--- src/rtl/skn_pkg.sv ---
// Shared types, constants and byte/cell functions for the SKINNY-128-384 core.
package skn_pkg;

    localparam int ROUND_COUNT_DEF = 56;
    localparam int CFG_IDX_W       = 3;
    localparam int CFG_DATA_W      = 64;
    localparam int BLK_W           = 128;
    localparam int HALF_W          = 64;
    localparam int RC_W            = 6;

    // Configuration register indexes
    typedef enum logic [CFG_IDX_W-1:0] {
        CFG_TK2_LO = 3'd0,
        CFG_TK2_HI = 3'd1,
        CFG_TK3_LO = 3'd2,
        CFG_TK3_HI = 3'd3,
        CFG_MARKER = 3'd4
    } t_cfg_idx;

    // Sequencer states of the round engine
    typedef enum logic [1:0] {
        SEQ_IDLE,
        SEQ_RUN,
        SEQ_DONE
    } t_seq_state;

    localparam logic [31:0] MARKER_BIT  = 32'h0002_0000;
    localparam logic [31:0] ROW2_CONST  = 32'h0000_0002;
    localparam logic [31:0] LFSR2_SHIFT = 32'hFEFE_FEFE;
    localparam logic [31:0] LFSR2_FB    = 32'h0101_0101;
    localparam logic [31:0] LFSR3_SHIFT = 32'h7F7F_7F7F;
    localparam logic [31:0] LFSR3_FB    = 32'h8080_8080;

    // Cell map: new cell i takes old cell map[i]
    typedef logic [15:0][3:0] t_cell_map;

    localparam t_cell_map CELL_PERM = {
        4'd7, 4'd6, 4'd5, 4'd4, 4'd3, 4'd2, 4'd1, 4'd0,
        4'd11, 4'd12, 4'd14, 4'd10, 4'd13, 4'd8, 4'd15, 4'd9
    };

    // Cell map of n successive permutations (elaboration only)
    function automatic t_cell_map cell_map_pow(input int n);
        t_cell_map m;
        t_cell_map t;
        for (int i = 0; i < 16; i++) m[i] = 4'(i);
        t = m;
        for (int k = 0; k < n; k++) begin
            for (int i = 0; i < 16; i++) t[i] = m[CELL_PERM[i]];
            m = t;
        end
        return m;
    endfunction

    function automatic t_cell_map cell_map_inv(input t_cell_map m);
        t_cell_map t;
        t = '0;
        for (int i = 0; i < 16; i++) t[m[i]] = 4'(i);
        return t;
    endfunction

    // Byte routing of a 128-bit block by a constant cell map
    function automatic logic [BLK_W-1:0] apply_cells(input logic [BLK_W-1:0] x,
                                                     input t_cell_map m);
        logic [BLK_W-1:0] y;
        y = '0;
        for (int i = 0; i < 16; i++) y[8*i +: 8] = x[{m[i], 3'b000} +: 8];
        return y;
    endfunction

    // S-box building blocks
    function automatic logic [7:0] sb_mix(input logic [7:0] x);
        return x ^ {3'b000, ~(x[7] | x[6]), 3'b000, ~(x[3] | x[2])};
    endfunction

    function automatic logic [7:0] sb_perm(input logic [7:0] x);
        return {x[2], x[1], x[7], x[6], x[4], x[0], x[3], x[5]};
    endfunction

    function automatic logic [7:0] sb_iperm(input logic [7:0] x);
        return {x[5], x[4], x[0], x[3], x[1], x[7], x[6], x[2]};
    endfunction

    function automatic logic [7:0] sb_swap(input logic [7:0] x);
        return {x[7:3], x[1], x[2], x[0]};
    endfunction

    function automatic logic [7:0] sbox_fwd(input logic [7:0] v);
        logic [7:0] x;
        x = sb_mix(v);
        x = sb_mix(sb_perm(x));
        x = sb_mix(sb_perm(x));
        x = sb_mix(sb_perm(x));
        return sb_swap(x);
    endfunction

    function automatic logic [7:0] sbox_inv(input logic [7:0] v);
        logic [7:0] x;
        x = sb_mix(sb_swap(v));
        x = sb_mix(sb_iperm(x));
        x = sb_mix(sb_iperm(x));
        x = sb_mix(sb_iperm(x));
        return x;
    endfunction

    function automatic logic [BLK_W-1:0] sub_block(input logic [BLK_W-1:0] x,
                                                   input logic inv);
        logic [BLK_W-1:0] y;
        y = '0;
        for (int i = 0; i < 16; i++)
            y[8*i +: 8] = inv ? sbox_inv(x[8*i +: 8]) : sbox_fwd(x[8*i +: 8]);
        return y;
    endfunction

    // Tweakey LFSRs, four bytes at a time
    function automatic logic [31:0] lfsr2(input logic [31:0] x);
        return ((x << 1) & LFSR2_SHIFT) ^ (((x >> 7) ^ (x >> 5)) & LFSR2_FB);
    endfunction

    function automatic logic [31:0] lfsr3(input logic [31:0] x);
        return ((x >> 1) & LFSR3_SHIFT) ^ (((x << 7) ^ (x << 1)) & LFSR3_FB);
    endfunction

    // 6-bit round constant LFSR
    function automatic logic [RC_W-1:0] rc_next(input logic [RC_W-1:0] rc);
        return {rc[RC_W-2:0], 1'b0} ^ {{(RC_W-1){1'b0}}, rc[5] ^ rc[4] ^ 1'b1};
    endfunction

endpackage

--- src/rtl/skn_key_sched.sv ---
// Key registers and the TK2/TK3 round key table, rebuilt one row per cycle.
module skn_key_sched #(
    parameter int ROUND_COUNT = skn_pkg::ROUND_COUNT_DEF
) (
    input  logic                           i_clk,
    input  logic                           i_rst_n,
    input  logic                           i_cfg_we,
    input  logic [skn_pkg::CFG_IDX_W-1:0]  i_cfg_idx,
    input  logic [skn_pkg::CFG_DATA_W-1:0] i_cfg_data,
    input  logic [$clog2(ROUND_COUNT)-1:0] i_rd_addr,
    output logic [skn_pkg::HALF_W-1:0]     o_rd_key,
    output logic                           o_busy
);
    import skn_pkg::*;

    localparam int ADDR_W = $clog2(ROUND_COUNT);
    localparam logic [ADDR_W-1:0] LAST = ADDR_W'(ROUND_COUNT - 1);

    logic [BLK_W-1:0]  r_tk2, r_tk3;
    logic              r_marker;
    logic              r_load, r_building;
    logic [BLK_W-1:0]  r_a, r_b;
    logic [RC_W-1:0]   r_rc;
    logic [ADDR_W-1:0] r_cnt;
    logic [HALF_W-1:0] r_mem [ROUND_COUNT];
    logic [HALF_W-1:0] r_rd_key;

    logic              cfg_hit;
    logic              build_we;
    logic [BLK_W-1:0]  src_a, src_b, perm_a, perm_b, n_a, n_b;
    logic [RC_W-1:0]   src_rc, n_rc;
    logic [ADDR_W-1:0] src_idx;
    logic [31:0]       w0, w1;

    assign cfg_hit = i_cfg_we && (i_cfg_idx <= CFG_MARKER);

    // Configuration registers
    always_ff @(posedge i_clk) begin
        if (!i_rst_n) begin
            r_tk2    <= '0;
            r_tk3    <= '0;
            r_marker <= 1'b0;
        end else if (i_cfg_we) begin
            unique case (i_cfg_idx)
                CFG_TK2_LO: r_tk2[63:0]   <= i_cfg_data;
                CFG_TK2_HI: r_tk2[127:64] <= i_cfg_data;
                CFG_TK3_LO: r_tk3[63:0]   <= i_cfg_data;
                CFG_TK3_HI: r_tk3[127:64] <= i_cfg_data;
                CFG_MARKER: r_marker      <= i_cfg_data[0];
                default: ;
            endcase
        end
    end

    // Schedule step: first row starts from the key registers
    always_comb begin
        build_we = r_load | r_building;
        src_a    = r_load ? r_tk2 : r_a;
        src_b    = r_load ? r_tk3 : r_b;
        src_rc   = r_load ? '0 : r_rc;
        src_idx  = r_load ? '0 : r_cnt;
        n_rc     = rc_next(src_rc);
        w0       = src_a[31:0] ^ src_b[31:0] ^ {28'd0, n_rc[3:0]}
                   ^ (r_marker ? MARKER_BIT : 32'd0);
        w1       = src_a[63:32] ^ src_b[63:32] ^ {30'd0, n_rc[5:4]};
        perm_a   = apply_cells(src_a, CELL_PERM);
        perm_b   = apply_cells(src_b, CELL_PERM);
        n_a      = {perm_a[127:64], lfsr2(perm_a[63:32]), lfsr2(perm_a[31:0])};
        n_b      = {perm_b[127:64], lfsr3(perm_b[63:32]), lfsr3(perm_b[31:0])};
    end

    // Build control: reset and every accepted write restart the sweep
    always_ff @(posedge i_clk) begin
        if (!i_rst_n) begin
            r_load     <= 1'b1;
            r_building <= 1'b0;
        end else begin
            r_load     <= cfg_hit;
            r_building <= build_we && (src_idx != LAST);
        end
    end

    always_ff @(posedge i_clk) begin
        if (build_we) begin
            r_a   <= n_a;
            r_b   <= n_b;
            r_rc  <= n_rc;
            r_cnt <= src_idx + ADDR_W'(1);
        end
    end

    // Round key table
    always_ff @(posedge i_clk) begin
        if (build_we) r_mem[src_idx] <= {w1, w0};
        r_rd_key <= r_mem[i_rd_addr];
    end

    assign o_rd_key = r_rd_key;
    assign o_busy   = build_we;

endmodule

--- config.mk ---
export PLATFORM = sky130hd
export DESIGN_NAME = skn_key_sched
export DESIGN_NICKNAME = d
export VERILOG_FILES = /design/src/rtl/skn_pkg.sv /design/src/rtl/skn_key_sched.sv
export SDC_FILE = /design/constraint.sdc
export NUM_CORES = 2
export LEC_CHECK = 0
export BUFFER_PORTS_ARGS = -buffer_cell sky130_fd_sc_hd__buf_2
export CORE_ASPECT_RATIO = 1.1
export CORE_UTILIZATION = 60
export CTS_BUF_LIST = sky130_fd_sc_hd__clkbuf_4 sky130_fd_sc_hd__clkbuf_8
export CTS_CLUSTER_SIZE = 40
export DETAILED_ROUTE_END_ITERATION = 8
export PLACE_DENSITY = 0.73
export SLEW_MARGIN = 20
export SYNTH_ARGS = -nofsm -noshare
export SYNTH_HDL_FRONTEND = slang
export SYNTH_SLANG_ARGS = --single-unit
--- constraint.sdc ---
create_clock -name i_clk -period 24.7 [get_ports i_clk]
set_input_delay 1.235 -clock i_clk [delete_from_list [all_inputs] [get_ports i_clk]]
set_output_delay 1.235 -clock i_clk [all_outputs]
set_load 0.1 [all_outputs]
# Yosys cells after proc, flatten, opt, wreduce, memory -nomap -nowiden
# Memories as Yosys holds them, arrays and structs flattened. A register that Yosys moved wholly into a read port is not among the register bits.
# Index checks and enable logic that the tools add are counted.
# Widths: inputs -> output; s select.
# op_classes
n_addsub	1
n_lt_le_gt_ge	1
eq_ne	5
n_mux	7
bitwise	17
reduce_logical	8
# ops
op	count
$mux 128	2
$xor 32x32->32	4
$xor 31x32->32	2
$xor 32x25->32	2
$xor 25x25->25	2
$xor 32x18->32	1
$xor 32x2->32	1
$xor 32x4->32	1
$mux 18	1
$mux 6	2
$reduce_and 2->1	5
$add 6x1->6 const B	1
$eq 3x2->1 const B	2
$ne 6x6->1 const B	1
$xor 6x1->6	1
$eq 3x1->1 const B	1
$eq 3x3->1 const B	1
$le 3x3->1 const B	1
$logic_not 3->1	1
$logic_and 1x1->1	2
$mux 1	2
$not 1->1	1
$or 1x1->1	1
$xor 1x1->1	1
# word_totals
regBits	527
ramBits	3584
input_bits	76
out_inout_bits	65
n_memories	1
# mem_list
name	words	word_bits	rd	rd_ports_with_merged_regs	wr	line_no	rtl
r_mem	56	64	1	1	1	skn_key_sched.sv:25	logic [HALF_W-1:0] r_mem [ROUND_COUNT];

# Logic depth before layout (Yosys ltp)
# depth
ltp_word	6
mapped_depth	10
depth_no_buf	5

# Worst setup path after synthesis
# No wires, ideal clock.
# synth_timing
path_type	flip-flop to flip-flop
from	register r_load
to	memory r_mem[31][0], enable pin
setup_time_ps	487
t_arrival_ps	10984
setup_slack_ps	13229
stages_incl_launch_ff	8
period_less_slack_ps	11471
path_cell_list	dfxtp_1 clkbuf_1 clkbuf_1 buf_2 nor2_1 inv_1 nand2_1 nor2_1
# synth_via
elab_chain_cells	3
word_cells_on_any_way	4
cone_classes	mux: 3; bitwise: 1
# synth_lines
element	line_no	rtl
start: declaration	skn_key_sched.sv:21	logic r_load, r_building;
start signal: assignment	skn_key_sched.sv:78	r_load <= cfg_hit;
$or 1x1->1	skn_key_sched.sv:57	build_we = r_load | r_building;
net o_busy	skn_key_sched.sv:12	output logic o_busy
$mux 1	skn_key_sched.sv:94	if (build_we) r_mem[src_idx] <= {w1, w0};
$mux 1 (implied by the code)	skn_key_sched.sv:94	
end: declaration	skn_key_sched.sv:25	
# The timed path passes the listed nets, and every way through them passes these cells.

==> flow_summary_export.csv <==
group,metric,value,unit
cts,cts.repair.resized,0,
floorplanning,ios,141,
sta,drv_slew,0,
logic_synthesis,synthFlopType,"edfxtp_1",
setup_path,cp_cell_sequence,"buf_12, buf_4, buf_4, buf_4, buf_6, mux4_2, a22oi_1, a21oi_1, nor2_1, o22ai_1",
logic_synthesis,yosysTopAreaCell,"edfxtp_1",
setup_path,r2r_slack,20.44,ns
setup_path,cp_slowest_cell,"buf_4",
sta,fin_crit_sh,22.81,%
routing,post_drt_wl_per_cell,35.47,um
sta,max_freq,177.5,MHz
sta,worstMarginPinSlew,1.263,ns
power_and_ir_drop,leakagePower,57.91,nW
cts,clk-insertion-delay-late,1.10,ns
floorplanning,num_rows,197,
logic_synthesis,synth_top_area_share,73.10,%
setup_path,slowest_delay,0.86,ns
setup_path,path_buf_inv,5,
cells_and_area,fill_cells,15980,
logic_synthesis,netlist_area,158200,um2
cells_and_area,finalCoreUtilization,67.89,%
power_and_ir_drop,cellPowerDensity,83.64,nW/um2
place,port_buffers,140,
status,violations,"design-rule violations",
routing,first_pass_iters,9,
routing,antenna_left,0,
sta,rsz0062_at_grt,"no",
sta,slew_headroom,15.83,%
cells_and_area,drive_gt1_share,30.27,%
cts,root_buffer,"clkbuf_8",
setup_path,crit_arrival,6.54,ns
status,outcome,"finished, violations left",
cts,numCtsBuffers,631,
routing,dr_total_vias,83230,
job,max_cap_violations,0,
cts,cts_tree,"built",
floorplanning,die_area,265800,um2
cts,clk_pin_slew_worst_paths,0.06,ns
logic_synthesis,ys_top_cells_by_area,"edfxtp_1 (73%), mux4_2 (12%), dfxtp_1 (4.1%), mux2_2 (1.8%), nand2_1 (1.3%)",
sta,clock_skew,0.06715,ns
global_route,globalRouteTotalUtil,32.61,%
logic_synthesis,yosysWarnings,0,
setup_path,worstSetupPathType,"primary input to flip-flop",
cells_and_area,nNetsFinal,8319,
global_route,overflow,0,
setup_path,critPathCaptureType,"flip-flop",
logic_synthesis,synth_cell_types,43,
logic_synthesis,yosysSeqAreaShare,77.19,%
logic_synthesis,ys_seq_elements,4175,
floorplanning,core,262000,um2
sta,whs,0.4227,ns
routing,drt_iter0_drc,12730,
setup_path,worstPathRequired,25.60,ns
cts,cts_setup_buffers,0,
logic_synthesis,synthTopCellsByCount,"edfxtp_1 (3,852), mux4_2 (839), nand2_1 (542)",
sta,setup_tns,0,ns
power_and_ir_drop,power,14.88,mW
cells_and_area,syn_to_final_growth,12.41,%
logic_synthesis,yosysMostFrequentCell,"edfxtp_1",
cts,cts_hold_buf,0,
cts,clockBufferDepth,4,
sta,fin_crit,5.634,ns
routing,wirelength,434000,um
setup_path,cpMostUsedCell,"buf_4",
logic_synthesis,synth_area_per_cell,20.64,um2
setup_path,crit_family,"buffers and inverters",
cts,h-tree-depth,6,
setup_path,cp_max_fo,102,
floorplanning,die_h,540.6,um
global_route,antenna_found_initial,33,
routing,drt-vias-per-instance,6.803,
place,routabilityCongestion,0.8185,
logic_synthesis,synth_edf_count,3852,
global_route,grt_max_degree,183,
hold_path,hp-class,"primary input to flip-flop",
setup_path,startpoint_type,"primary input",
logic_synthesis,async_flop_share,0,%
global_route,grt_pass1_vias,82920,
logic_synthesis,synthCells,7665,
floorplanning,start_util,60.39,%
floorplanning,die_w,491.6,um
cts,cts.sinks,4175,
logic_synthesis,synth_nets,7741,
place,hpwl,228500,um
sta,setup_viol,0,
global_route,grt_pass1_wl,605700,um
sta,hold_violations,0,
routing,drc_errors,20,
power_and_ir_drop,vdd_drop_max,0.05989,mV
-- metal layers --
| metal | wire (um) | share of wire [%] | global-route usage, % |
|---|---|---|---|
| met2 | 211000 | 49 | 52.57 |
| met1 | 151600 | 35 | 43.68 |
| met5 | 190 | 0.044 | 0 |
| met4 | 18550 | 4.3 | 13.22 |
| met3 | 52730 | 12 | 7.187 |
-- worst register-to-register path: stages, from the launching register on --
cell,delay [ns]
edfxtp_1,0.48
nor2_1,0.25
nand4b_1,0.70
nor2_4,0.96
buf_4,0.53
buf_4,0.84
-- cells by family after synthesis --
logic type,after synthesis,synth area share (%)
simple gates,745,1.868
flops,4175,77.19
buf+inv,457,1.383
xor+xnor,90,0.5171
mux,1245,14.70
compound gates,953,4.342
-- placed cells by master, fill, tap and decap left out, types with 12 or more instances in the layout --
cell and instances:
edfxtp_1 3852, mux4_2 839, clkbuf_8 683, nand2_1 539, dfxtp_1 322, a22oi_1 249
mux2_2 247, a21boi_0 244, buf_4 240, clkbuf_4 223, mux2i_1 159, o22ai_1 139
buf_2 134, clkinv_1 119, a21oi_1 116, o22a_1 89, nor2_1 70, nor2_4 59
xor2_4 57, clkinv_2 51, o211ai_1 32, nor3_1 26, o31ai_1 25, o31a_1 25
xnor2_1 22, bufinv_16 17, nor2b_1 12, a21boi_1 12
-- final timing paths --
| check | from | endpoint | cells after the start |
|---|---|---|---|
| setup / recovery | i_rd_addr[0] | o_rd_key[47] | 10 |
| hold / removal | i_cfg_data[18] | r_tk2[18] | 3 |
| setup reg to reg | r_cnt[2] | r_mem[41][53] | 5 |
| hold reg to reg | r_tk2[45] | r_tk2[45] | 2 |
-- flip-flops by register name, summed over array words and instances (netlist names) --
register,flops
r_mem,3584
r_a,128
r_b,128
r_tk2,128
r_tk3,128
o_rd_key,64
r_cnt,6
r_rc,6
r_building,1
r_load,1
r_marker,1
-- per-stage QoR --
stage | area [um2] | std cells | worst slack, ns
floorplan | 158200 | 7665 | 13.23
global placement | 164700 | 11080 | 17.52
detailed placement | 164900 | 11090 | 17.56
CTS | 177700 | 12220 | 18.72
global route | 177900 | 12230 | 18.59
finish | 177900 | 12240 | 19.07
-- layout make-up --
cell class	instances	area [um2]	share of cell area, %
Timing Repair Buffer	400	3033	1.705
Sequential cell	4175	122100	68.67
Inverter	2	20.02	0.01125
Multi-Input combinational cell	3033	35540	19.98
Clock inverter	231	1713	0.9630
Tap cell	3482	4357	2.449
Clock buffer	905	11060	6.218
Antenna cell	7	17.52	0.009848
-- power by group --
group          switching (mW)  internal, mW
combinational           0.759         0.301
sequential             0.0576          8.02
clock                    2.66          3.08
Note: power is estimated with default switching activity, not from simulation.
