`src/rtl/skn_pkg.sv`:
```
// Shared types, constants and byte/cell functions for the SKINNY-128-384 core.
package skn_pkg;

    localparam int ROUND_COUNT_DEF = 56;
    localparam int CFG_IDX_W       = 3;
    localparam int CFG_DATA_W      = 64;
    localparam int BLK_W           = 128;
    localparam int HALF_W          = 64;
    localparam int RC_W            = 6;

    // Configuration register indexes
    typedef enum logic [CFG_IDX_W-1:0] {
        CFG_TK2_LO = 3'd0,
        CFG_TK2_HI = 3'd1,
        CFG_TK3_LO = 3'd2,
        CFG_TK3_HI = 3'd3,
        CFG_MARKER = 3'd4
    } t_cfg_idx;

    // Sequencer states of the round engine
    typedef enum logic [1:0] {
        SEQ_IDLE,
        SEQ_RUN,
        SEQ_DONE
    } t_seq_state;

    localparam logic [31:0] MARKER_BIT  = 32'h0002_0000;
    localparam logic [31:0] ROW2_CONST  = 32'h0000_0002;
    localparam logic [31:0] LFSR2_SHIFT = 32'hFEFE_FEFE;
    localparam logic [31:0] LFSR2_FB    = 32'h0101_0101;
    localparam logic [31:0] LFSR3_SHIFT = 32'h7F7F_7F7F;
    localparam logic [31:0] LFSR3_FB    = 32'h8080_8080;

    // Cell map: new cell i takes old cell map[i]
    typedef logic [15:0][3:0] t_cell_map;

    localparam t_cell_map CELL_PERM = {
        4'd7, 4'd6, 4'd5, 4'd4, 4'd3, 4'd2, 4'd1, 4'd0,
        4'd11, 4'd12, 4'd14, 4'd10, 4'd13, 4'd8, 4'd15, 4'd9
    };

    // Cell map of n successive permutations (elaboration only)
    function automatic t_cell_map cell_map_pow(input int n);
        t_cell_map m;
        t_cell_map t;
        for (int i = 0; i < 16; i++) m[i] = 4'(i);
        t = m;
        for (int k = 0; k < n; k++) begin
            for (int i = 0; i < 16; i++) t[i] = m[CELL_PERM[i]];
            m = t;
        end
        return m;
    endfunction

    function automatic t_cell_map cell_map_inv(input t_cell_map m);
        t_cell_map t;
        t = '0;
        for (int i = 0; i < 16; i++) t[m[i]] = 4'(i);
        return t;
    endfunction

    // Byte routing of a 128-bit block by a constant cell map
    function automatic logic [BLK_W-1:0] apply_cells(input logic [BLK_W-1:0] x,
                                                     input t_cell_map m);
        logic [BLK_W-1:0] y;
        y = '0;
        for (int i = 0; i < 16; i++) y[8*i +: 8] = x[{m[i], 3'b000} +: 8];
        return y;
    endfunction

    // S-box building blocks
    function automatic logic [7:0] sb_mix(input logic [7:0] x);
        return x ^ {3'b000, ~(x[7] | x[6]), 3'b000, ~(x[3] | x[2])};
    endfunction

    function automatic logic [7:0] sb_perm(input logic [7:0] x);
        return {x[2], x[1], x[7], x[6], x[4], x[0], x[3], x[5]};
    endfunction

    function automatic logic [7:0] sb_iperm(input logic [7:0] x);
        return {x[5], x[4], x[0], x[3], x[1], x[7], x[6], x[2]};
    endfunction

    function automatic logic [7:0] sb_swap(input logic [7:0] x);
        return {x[7:3], x[1], x[2], x[0]};
    endfunction

    function automatic logic [7:0] sbox_fwd(input logic [7:0] v);
        logic [7:0] x;
        x = sb_mix(v);
        x = sb_mix(sb_perm(x));
        x = sb_mix(sb_perm(x));
        x = sb_mix(sb_perm(x));
        return sb_swap(x);
    endfunction

    function automatic logic [7:0] sbox_inv(input logic [7:0] v);
        logic [7:0] x;
        x = sb_mix(sb_swap(v));
        x = sb_mix(sb_iperm(x));
        x = sb_mix(sb_iperm(x));
        x = sb_mix(sb_iperm(x));
        return x;
    endfunction

    function automatic logic [BLK_W-1:0] sub_block(input logic [BLK_W-1:0] x,
                                                   input logic inv);
        logic [BLK_W-1:0] y;
        y = '0;
        for (int i = 0; i < 16; i++)
            y[8*i +: 8] = inv ? sbox_inv(x[8*i +: 8]) : sbox_fwd(x[8*i +: 8]);
        return y;
    endfunction

    // Tweakey LFSRs, four bytes at a time
    function automatic logic [31:0] lfsr2(input logic [31:0] x);
        return ((x << 1) & LFSR2_SHIFT) ^ (((x >> 7) ^ (x >> 5)) & LFSR2_FB);
    endfunction

    function automatic logic [31:0] lfsr3(input logic [31:0] x);
        return ((x >> 1) & LFSR3_SHIFT) ^ (((x << 7) ^ (x << 1)) & LFSR3_FB);
    endfunction

    // 6-bit round constant LFSR
    function automatic logic [RC_W-1:0] rc_next(input logic [RC_W-1:0] rc);
        return {rc[RC_W-2:0], 1'b0} ^ {{(RC_W-1){1'b0}}, rc[5] ^ rc[4] ^ 1'b1};
    endfunction

endpackage

```
`src/rtl/skn_round.sv`:
```
// One SKINNY-128-384 round, forward or inverse, shared by all rounds.
module skn_round (
    input  logic [skn_pkg::BLK_W-1:0]  i_state,
    input  logic [skn_pkg::HALF_W-1:0] i_key,
    input  logic                       i_dec,
    output logic [skn_pkg::BLK_W-1:0]  o_state
);
    import skn_pkg::*;

    logic [BLK_W-1:0] sb;
    logic [31:0] e0, e1, e2, e3, er1, er2, er3, em1, em2, et;
    logic [31:0] d0, d1, d2, d3, a0, a1, a2, a3;
    logic [BLK_W-1:0] enc_out, dec_pre, dec_out;

    // Forward round: S-box, key add, shift rows, mix columns
    always_comb begin
        sb      = sub_block(i_state, 1'b0);
        e0      = sb[31:0] ^ i_key[31:0];
        e1      = sb[63:32] ^ i_key[63:32];
        e2      = sb[95:64] ^ ROW2_CONST;
        e3      = sb[127:96];
        er1     = {e1[23:0], e1[31:24]};
        er2     = {e2[15:0], e2[31:16]};
        er3     = {e3[7:0], e3[31:8]};
        em1     = er1 ^ er2;
        em2     = er2 ^ e0;
        et      = er3 ^ em2;
        enc_out = {em2, em1, e0, et};
    end

    // Inverse round: unmix, unshift, key add, inverse S-box
    always_comb begin
        d0      = i_state[31:0];
        d1      = i_state[63:32];
        d2      = i_state[95:64];
        d3      = i_state[127:96];
        a0      = d1;
        a2      = d3 ^ d1;
        a1      = d2 ^ a2;
        a3      = d0 ^ d3;
        dec_pre = {{a3[23:0], a3[31:24]},
                   {a2[15:0], a2[31:16]} ^ ROW2_CONST,
                   {a1[7:0], a1[31:8]} ^ i_key[63:32],
                   a0 ^ i_key[31:0]};
        dec_out = sub_block(dec_pre, 1'b1);
    end

    assign o_state = i_dec ? dec_out : enc_out;

endmodule

```
`config.mk`:
```
export PLATFORM = sky130hd
export DESIGN_NAME = skn_round
export DESIGN_NICKNAME = d
export VERILOG_FILES = /design/src/rtl/skn_pkg.sv /design/src/rtl/skn_round.sv
export SDC_FILE = /design/constraint.sdc
export NUM_CORES = 1
export LEC_CHECK = 0
export BUFFER_PORTS_ARGS = -buffer_cell sky130_fd_sc_hd__buf_2
export CORE_MARGIN = 4
export CORE_UTILIZATION = 25
export DETAILED_ROUTE_END_ITERATION = 8
export GPL_ROUTABILITY_DRIVEN = 0
export SYNTH_ARGS = -nofsm -noshare
export SYNTH_HDL_FRONTEND = slang
export SYNTH_SLANG_ARGS = --single-unit
```
`constraint.sdc`:
```
create_clock -name vclk -period 6.7
set_clock_uncertainty 0.1 [all_clocks]
set_input_delay 1.005 -clock vclk [all_inputs]
set_output_delay 1.005 -clock vclk [all_outputs]
set_load 0.03 [all_outputs]
```
# --- Yosys cells after proc, flatten, opt, wreduce, memory -nomap -nowiden ---
# Cells that the tools add are included.
op_classes:
  n_addsub: 0
  multipliers: 0
  div_mod_pow: 0
  magnitude_cmp: 0
  eq_ne: 0
  shift: 0
  mux: 1
  bitwise_logic: 652
  n_reduce_logical: 0
ops:
  columns: ["cell", "n"]
  rows:
  - ["8-bit by 5-bit bitwise XOR with 8-bit output", 128]
  - ["32-bit bitwise XOR", 10]
  - ["1-bit inverter", 258]
  - ["1-bit OR", 256]
  - ["128-bit two-way mux", 1]
word_totals:
  register_bits: 0
  latchBits: 0
  ramBits: 0
  romBits: 0
  inputBits: 193
  out_inout_bits: 128
  mem_count: 0

# --- Depth between registers and ports, before layout ---
# Gate-level depths: netlist of the first run.
logic_depth:
  ltp_word: 16
  mapped_depth: 9
  depth_no_buf: 8

# --- Worst setup path before layout of the first run ---
# Ideal clock, no wire load.
synth_path:
  path_type: "input port to output port"
  startpoint: "in i_state[10] (netlist name)"
  endpoint: "out o_state[8] (netlist name)"
  arrival_ps: 3351
  t_required_ps: 5595
  setup_slack_ps: 2244
  path_stages: 9
  path_cell_list: "buf_2 > or3_1 > nand4_1 > mux2i_1 > mux2i_1 > xnor2_1 > xnor2_1 > xor2_1 > o21ai_0"
synth_via:
  elab_chain_cells: 16
  word_cells_on_any_way: 20
synth_lines:
  columns: ["item", "line", "rtl"]
  rows:
  - ["from (decl)", "skn_round.sv:3", "input logic [skn_pkg::BLK_W-1:0] i_state,"]
  - ["1-bit OR", "skn_pkg.sv:73", "return x ^ {3'b000, ~(x[7] | x[6]), 3'b000, ~(x[3] | x[2])};"]
  - ["1-bit inverter", "skn_pkg.sv:73", null]
  - ["8-bit by 5-bit bitwise XOR with 8-bit output (*)", "skn_pkg.sv:73", null]
  - ["1-bit OR", "skn_pkg.sv:73", null]
  - ["1-bit inverter", "skn_pkg.sv:73", null]
  - ["8-bit by 5-bit bitwise XOR with 8-bit output (*)", "skn_pkg.sv:73", null]
  - ["1-bit OR", "skn_pkg.sv:73", null]
  - ["1-bit inverter", "skn_pkg.sv:73", null]
  - ["8-bit by 5-bit bitwise XOR with 8-bit output (*)", "skn_pkg.sv:73", null]
  - ["1-bit OR", "skn_pkg.sv:73", null]
  - ["1-bit inverter", "skn_pkg.sv:73", null]
  - ["8-bit by 5-bit bitwise XOR with 8-bit output (*)", "skn_pkg.sv:73", null]
  - ["32-bit bitwise XOR (*)", "skn_round.sv:18", "e0 = sb[31:0] ^ i_key[31:0];"]
  - ["32-bit bitwise XOR (*)", "skn_round.sv:26", "em2 = er2 ^ e0;"]
  - ["32-bit bitwise XOR (*)", "skn_round.sv:27", "et = er3 ^ em2;"]
  - ["128-bit two-way mux (*)", "skn_round.sv:48", "assign o_state = i_dec ? dec_out : enc_out;"]
  - ["to (decl)", "skn_round.sv:6", "output logic [skn_pkg::BLK_W-1:0] o_state"]
# Mark *: on every way between the ends. The rest lies on a longest branch, timed or not.

# --- Worst setup path after layout of the first run ---
layout_path:
  startpoint: "in i_state[87] (netlist name)"
  endpoint: "out o_state[64] (netlist name)"
layout_via:
  elab_chain_cells: 14
layout_lines:
  columns: ["item", "line", "rtl"]
  rows:
  - ["1-bit OR", "skn_pkg.sv:73", null]
  - ["1-bit inverter", "skn_pkg.sv:73", null]
  - ["8-bit by 5-bit bitwise XOR with 8-bit output (*)", "skn_pkg.sv:73", null]
  - ["1-bit OR", "skn_pkg.sv:73", null]
  - ["1-bit inverter", "skn_pkg.sv:73", null]
  - ["8-bit by 5-bit bitwise XOR with 8-bit output (*)", "skn_pkg.sv:73", null]
  - ["1-bit OR", "skn_pkg.sv:73", null]
  - ["1-bit inverter", "skn_pkg.sv:73", null]
  - ["8-bit by 5-bit bitwise XOR with 8-bit output (*)", "skn_pkg.sv:73", null]
  - ["1-bit OR (*)", "skn_pkg.sv:73", null]
  - ["1-bit inverter (*)", "skn_pkg.sv:73", null]
  - ["8-bit by 5-bit bitwise XOR with 8-bit output (*)", "skn_pkg.sv:73", null]
  - ["32-bit bitwise XOR (*)", "skn_round.sv:25", "em1 = er1 ^ er2;"]
  - ["128-bit two-way mux (*)", "skn_round.sv:48", null]
# Marks and branches as above.

==> results of run 1 <==
[logic make-up (layout without fill, tap and decap cells)]
kind of cell | count (synthesis) | in the layout
muxes | 63 | 63
xor gates and xnor gates | 509 | 509
buffers and inverters | 77 | 333
other | 0 | 4
AOI/OAI and AO/OA | 221 | 221
and+or+nand+nor | 430 | 430
[synthesized netlist by cell type (5+ instances only)]
cell type / n
a21o_1: 8
a21oi_1: 35
a31oi_1: 14
and2_1: 32
and3_1: 9
and4_1: 8
buf_1: 6
buf_2: 15
clkbuf_1: 44
inv_1: 10
mux2_2: 9
mux2i_1: 53
nand2_1: 116
nand2b_1: 12
nand3_1: 44
nand3b_1: 16
nand4_1: 15
nor2_1: 92
nor2b_1: 6
nor3_1: 8
o211ai_1: 6
o21a_1: 13
o21ai_0: 118
o21ai_1: 14
o21bai_1: 5
or3_1: 62
xnor2_1: 300
xnor3_1: 5
xor2_1: 202
[final timing paths]
kind,startpoint,to,slack [ns]
worst max-delay path,i_state[87],o_state[64],1.81
worst min-delay path,i_key[37],o_state[77],2.38
[routing by layer]
layer	GRT usage, %	share of wire (%)	up-vias
met5	0	0.053	-
met4	5.98	3.2	4
met3	3.93	9.3	81
met2	36.9	44	589
met1	31.6	43	4825
li1	-	-	4883
[critical path, cell delays in order]
cell,delay (ns)
buf_2,0.14
o21a_1,0.20
nor4_2,0.40
mux2i_1,0.35
mux2i_1,0.14
xnor2_1,0.51
xnor3_1,0.56
mux2_2,0.30
buf_2,0.18
[power by group]
part	leakage, nW	switching (mW)	internal (mW)	total [mW]
logic	4.51	1.57	0.746	2.32
clock network	0.0000256	0	0.0000000547	0.0000000547
registers	0	0	0	0
total	4.51	1.57	0.746	2.32
[area by class of cell]
type | count | area (um2)
Antenna cell | 4 | 10.0
Multi-Input combinational cell | 1223 | 8590
Timing Repair Buffer | 323 | 1630
Fill cell | 3905 | 24000
Tap cell | 455 | 569
Inverter | 10 | 37.5
[stage by stage]
stage / setup slack (ns) / cells / hold slack [ns] / instance area (um2)
finish: 1.81 / 2015 / 2.38 / 10800
global route: 1.57 / 2012 / 2.41 / 10800
CTS: 1.83 / 2011 / 2.38 / 10800
detailed placement: 1.86 / 2011 / 2.38 / 10800
global placement: 1.88 / 2011 / 2.36 / 10800
floorplan: 2.24 / 1300 / 2.20 / 8910
==> flow_metrics.tcl, run 1 <==
set metrics [dict create \
    status "finished, final reports clean" \
    crit_type "input pin to output port" \
    ant_nets 0 \
    yosysUniqueCellTypes 38 \
    irDropWorstVdd_mv 0.122 \
    setup_violations 0 \
    crit_path_end_kind "output port" \
    synth_nets 1493 \
    fin_setup_tns_ns 0 \
    power.density_nw_per_um2 214 \
    finalHoldViolCount 0 \
    start_util_pct 25.6 \
    whs_path_depth 4 \
    fmax_mhz 205 \
    grt_usage_pct 22.9 \
    first_iter_violations 830 \
    final_util_pct 31.1 \
    routedWlPerCell_um 23.5 \
    cp.arrival_ns 3.78 \
    layout.nets 1751 \
    synth_warnings 0 \
    ys_seq_area_share_pct 0 \
    wl_mm 47.3 \
    netlist.area_leader.share_pct 29.5 \
    io_buffers 321 \
    drc 0 \
    cts_hold_buf 0 \
    fp.dieArea_um2 38700 \
    syn_inst 1300 \
    fp.dieH_um 197 \
    grt_pass1_vias 10200 \
    synth_compound_area_share_pct 13.7 \
    place_hpwl_mm 42.0 \
    period_share_pct 72.9 \
    coreArea_um2 34900 \
    grt_pass1_wl_mm 66.6 \
    die_width_um 197 \
    p_leak_nw 4.51 \
    floorplan.rows 68 \
    antenna_found_initial 5 \
    avgSynthCellArea_um2 6.86 \
    clock_buffers 0 \
    synthXorXnorAreaFrac_pct 50.9 \
    worst_pin_slew_ns 0.902 \
    yosys.area_share.simple_pct 24.5 \
    viasPerCell 5.15 \
    n_sequential_cell 0 \
    firstDrtPassIters 5 \
    synth_mux_area_share_pct 7.24 \
    crit_required_ns 5.59 \
    synth_top_family_by_area "XOR/XNOR gates" \
    overflow 0 \
    holdCritPathClass "input pin to output port" \
    synthesis.area_um2 8910 \
    grt_max_degree 117 \
    area_growth_pct 21.6 \
    synth_area_leader_cell "xnor2_1" \
    layout-drive-gt1-share_pct 21.9 \
    layout_commonest_cell "buf_2" \
    fin_total_pwr_mw 2.32 \
    ios 321 \
    post_cts_buffers 0 \
    relSlewSlack_pct 39.8 \
    maxSlewViolCount 0 \
    cts_resized 0 \
    finalCriticalPeriod_ns 4.89 \
    synth_area_leaders "xnor2_1 29%, xor2_1 20%, o21ai_0 6.6%, mux2i_1 6.0%, nand2_1 4.9%" \
    synth_fa_ha_area_share_pct 0 \
    path_max_fanout 6 \
    seq_area_um2 0 \
    start_kind "input pin" \
    rsz0062_at_grt "false" \
    max_cap_violations 0 \
    final_cell_mix "320 x buf_2, 300 x xnor2_1, 202 x xor2_1" \
    num_vias 10400 \
]
(Power assumes the default switching activity.)
==> inputs of run 2 (changes only) <==
--- a/config.mk
+++ b/config.mk
@@ -5,6 +5,7 @@
 export SDC_FILE = /design/constraint.sdc
 export NUM_CORES = 1
 export LEC_CHECK = 0
+export ABC_AREA = 1
 export BUFFER_PORTS_ARGS = -buffer_cell sky130_fd_sc_hd__buf_2
 export CORE_MARGIN = 4
 export CORE_UTILIZATION = 25
==> constraint.sdc (replaced) <==
create_clock -name vclk -period 4.4
set_clock_uncertainty 0.1 [all_clocks]
set_input_delay 0.66 -clock vclk [all_inputs]
set_output_delay 0.66 -clock vclk [all_outputs]
set_load 0.03 [all_outputs]
==> run 2 against run 1 <==
  * Via count up 28%
  * Cell count up 32%
  * First-iteration DRC count up 66%
  * Setup slack worse by 1.4 ns
  * Count of clock-buffer cells in the layout unchanged
  * Wire length up 14%
  * Cell area up 10%
  * Highest routed layer unchanged
==> flow_metrics.tcl, run 2 <==
set metrics [dict create \
    status "finished, final reports clean" \
    first_iter_violations 1376 \
    ant_nets 0 \
    layout-drive-gt1-share_pct 19.4 \
    crit_path_end_kind "output port" \
    synth_area_leader_cell "nand2_1" \
    synthXorXnorAreaFrac_pct 33.8 \
    antenna_found_initial 18 \
    fin_setup_tns_ns 0 \
    routedWlPerCell_um 20.3 \
    whs_path_depth 4 \
    synth_fa_ha_area_share_pct 0 \
    cp.arrival_ns 3.26 \
    setup_violations 0 \
    crit_required_ns 3.64 \
    relSlewSlack_pct 44.9 \
    layout.nets 2330 \
    cts_hold_buf 0 \
    yosys.area_share.simple_pct 47.9 \
    finalHoldViolCount 0 \
    start_kind "input pin" \
    synthesis.area_um2 9740 \
    fp.dieH_um 205 \
    finalCriticalPeriod_ns 4.02 \
    clock_buffers 0 \
    overflow 0 \
    start_util_pct 25.3 \
    final_util_pct 31.0 \
    cts_resized 0 \
    synth_compound_area_share_pct 8.70 \
    grt_max_degree 79 \
    maxSlewViolCount 0 \
    syn_inst 1840 \
    grt_pass1_wl_mm 76.8 \
    yosysUniqueCellTypes 33 \
    seq_area_um2 0 \
    fp.dieArea_um2 42200 \
    path_max_fanout 6 \
    synth_top_family_by_area "simple AND/OR/NAND/NOR gates" \
    min_from "i_dec" \
    wl_mm 54.1 \
    holdCritPathClass "input pin to output port" \
    max_cap_violations 0 \
    layout_commonest_cell "nand2_1" \
    area_growth_pct 22.8 \
    worst_pin_slew_ns 0.823 \
    synth_warnings 0 \
    synth_nets 2033 \
    fmax_mhz 249 \
    io_buffers 321 \
    period_share_pct 91.5 \
    rsz0062_at_grt "false" \
    coreArea_um2 38600 \
    synth_area_leaders "nand2_1 27%, xor2_1 15%, xnor2_1 13%, nand3_1 11%, inv_1 7.0%" \
    floorplan.rows 72 \
    crit_type "input pin to output port" \
    ys_seq_area_share_pct 0 \
    place_hpwl_mm 47.7 \
    ios 321 \
    multi_input_area_um2 8850 \
    n_sequential_cell 0 \
    irDropWorstVdd_mv 0.103 \
    hold_path_end "o_state[36]" \
    synth_common_cells "706 x nand2_1, 208 x nand3_1, 181 x inv_1" \
    power.density_nw_per_um2 263 \
    viasPerCell 5.00 \
    avgSynthCellArea_um2 5.29 \
    final_cell_mix "706 x nand2_1, 320 x buf_2, 208 x nand3_1" \
    synth_most_common_cell "nand2_1" \
    die_width_um 205 \
    netlist.area_leader.share_pct 27.2 \
    nFillCells 4500 \
    p_leak_nw 6.56 \
    post_cts_buffers 0 \
    drc 0 \
    firstDrtPassIters 6 \
    grt_pass1_vias 12400 \
    grt_usage_pct 24.1 \
    synth_mux_area_share_pct 0.411 \
    num_vias 13300 \
]
-- run 2: cell types whose count changed in the layout (fill, tap and decap cells not counted), moves of 13 or more --
| cell | previous run | this run |
|---|---|---|
| inv_1 | 10 | 180 |
| o21a_1 | 13 | 0 |
| xnor2_1 | 300 | 149 |
| mux2i_1 | 53 | 4 |
| nand2_1 | 116 | 706 |
| inv_2 | 0 | 16 |
| and2_1 | 32 | 4 |
| xor2_1 | 202 | 165 |
| nand3_1 | 44 | 208 |
| nand2_2 | 0 | 20 |
| or3_1 | 62 | 0 |
| xnor2_2 | 2 | 19 |
-- run 2: through the flow --
| step | cells | hold slack [ns] | cell area [um2] | worst slack, ns | power (mW) |
|---|---|---|---|---|---|
| 5_1_grt | 2662 | 1.81 | 12000 | 0.260 | 3.38 |
| 3_3_place_gp | 2653 | 1.75 | 11900 | 0.545 | 3.05 |
| 6_report | 2666 | 1.75 | 12000 | 0.376 | 3.15 |
| 2_1_floorplan | 1840 | 1.50 | 9740 | 1.27 | 2.03 |
| 4_1_cts | 2653 | 1.75 | 11900 | 0.509 | 3.10 |
| 3_5_place_dp | 2653 | 1.74 | 11900 | 0.515 | 3.09 |
-- run 2: power by group --
| part | internal, mW | total [mW] | switching, mW | leakage, nW |
|---|---|---|---|---|
| registers | 0 | 0 | 0 | 0 |
| logic | 0.908 | 3.15 | 2.24 | 6.56 |
| clock network | 0.000000396 | 0.000000396 | 0 | 0.0000824 |
-- run 2: layer usage --
metal	vias to the layer above	global-route usage, %	share of wire [%]
met5	-	0	0.16
met4	16	12.0	6.1
met3	161	4.74	9.5
met2	715	39.1	44
met1	6032	30.5	40
li1	6395	-	-
-- run 2: area by class of cell --
class              instances  area share [%]
diodes                    13           0.272
inverters                197            6.20
multi-input cells       1607            73.9
well taps                518            5.42
repair buffers           331            14.2
-- run 2: critical path: stages --
cell     delay (ns)
buf_2          0.15
xnor2_1        0.37
nand2_1        0.11
xor2_1         0.67
nand3_1        0.24
nand3_1        0.16
nand2_1        0.06
and2_1         0.17
o21ai_0        0.38
buf_2          0.29
-- run 2: logic make-up after synthesis --
group / Yosys count
and+or+nand+nor: 1094
xor gates and xnor gates: 344
buffers and inverters: 233
AOI/OAI and AO/OA: 165
muxes: 4
-- run 2: worst max path at each step --
stage,from,end,slack [ns],cells after the start
after global placement,i_state[31],o_state[102],0.55,10
after detailed placement,i_state[127],o_state[102],0.51,10
after global routing,i_state[31],o_state[102],0.26,10
after CTS,i_state[127],o_state[102],0.51,10
after floorplan,i_state[66],o_state[17],1.27,12
final,i_state[127],o_state[102],0.38,10
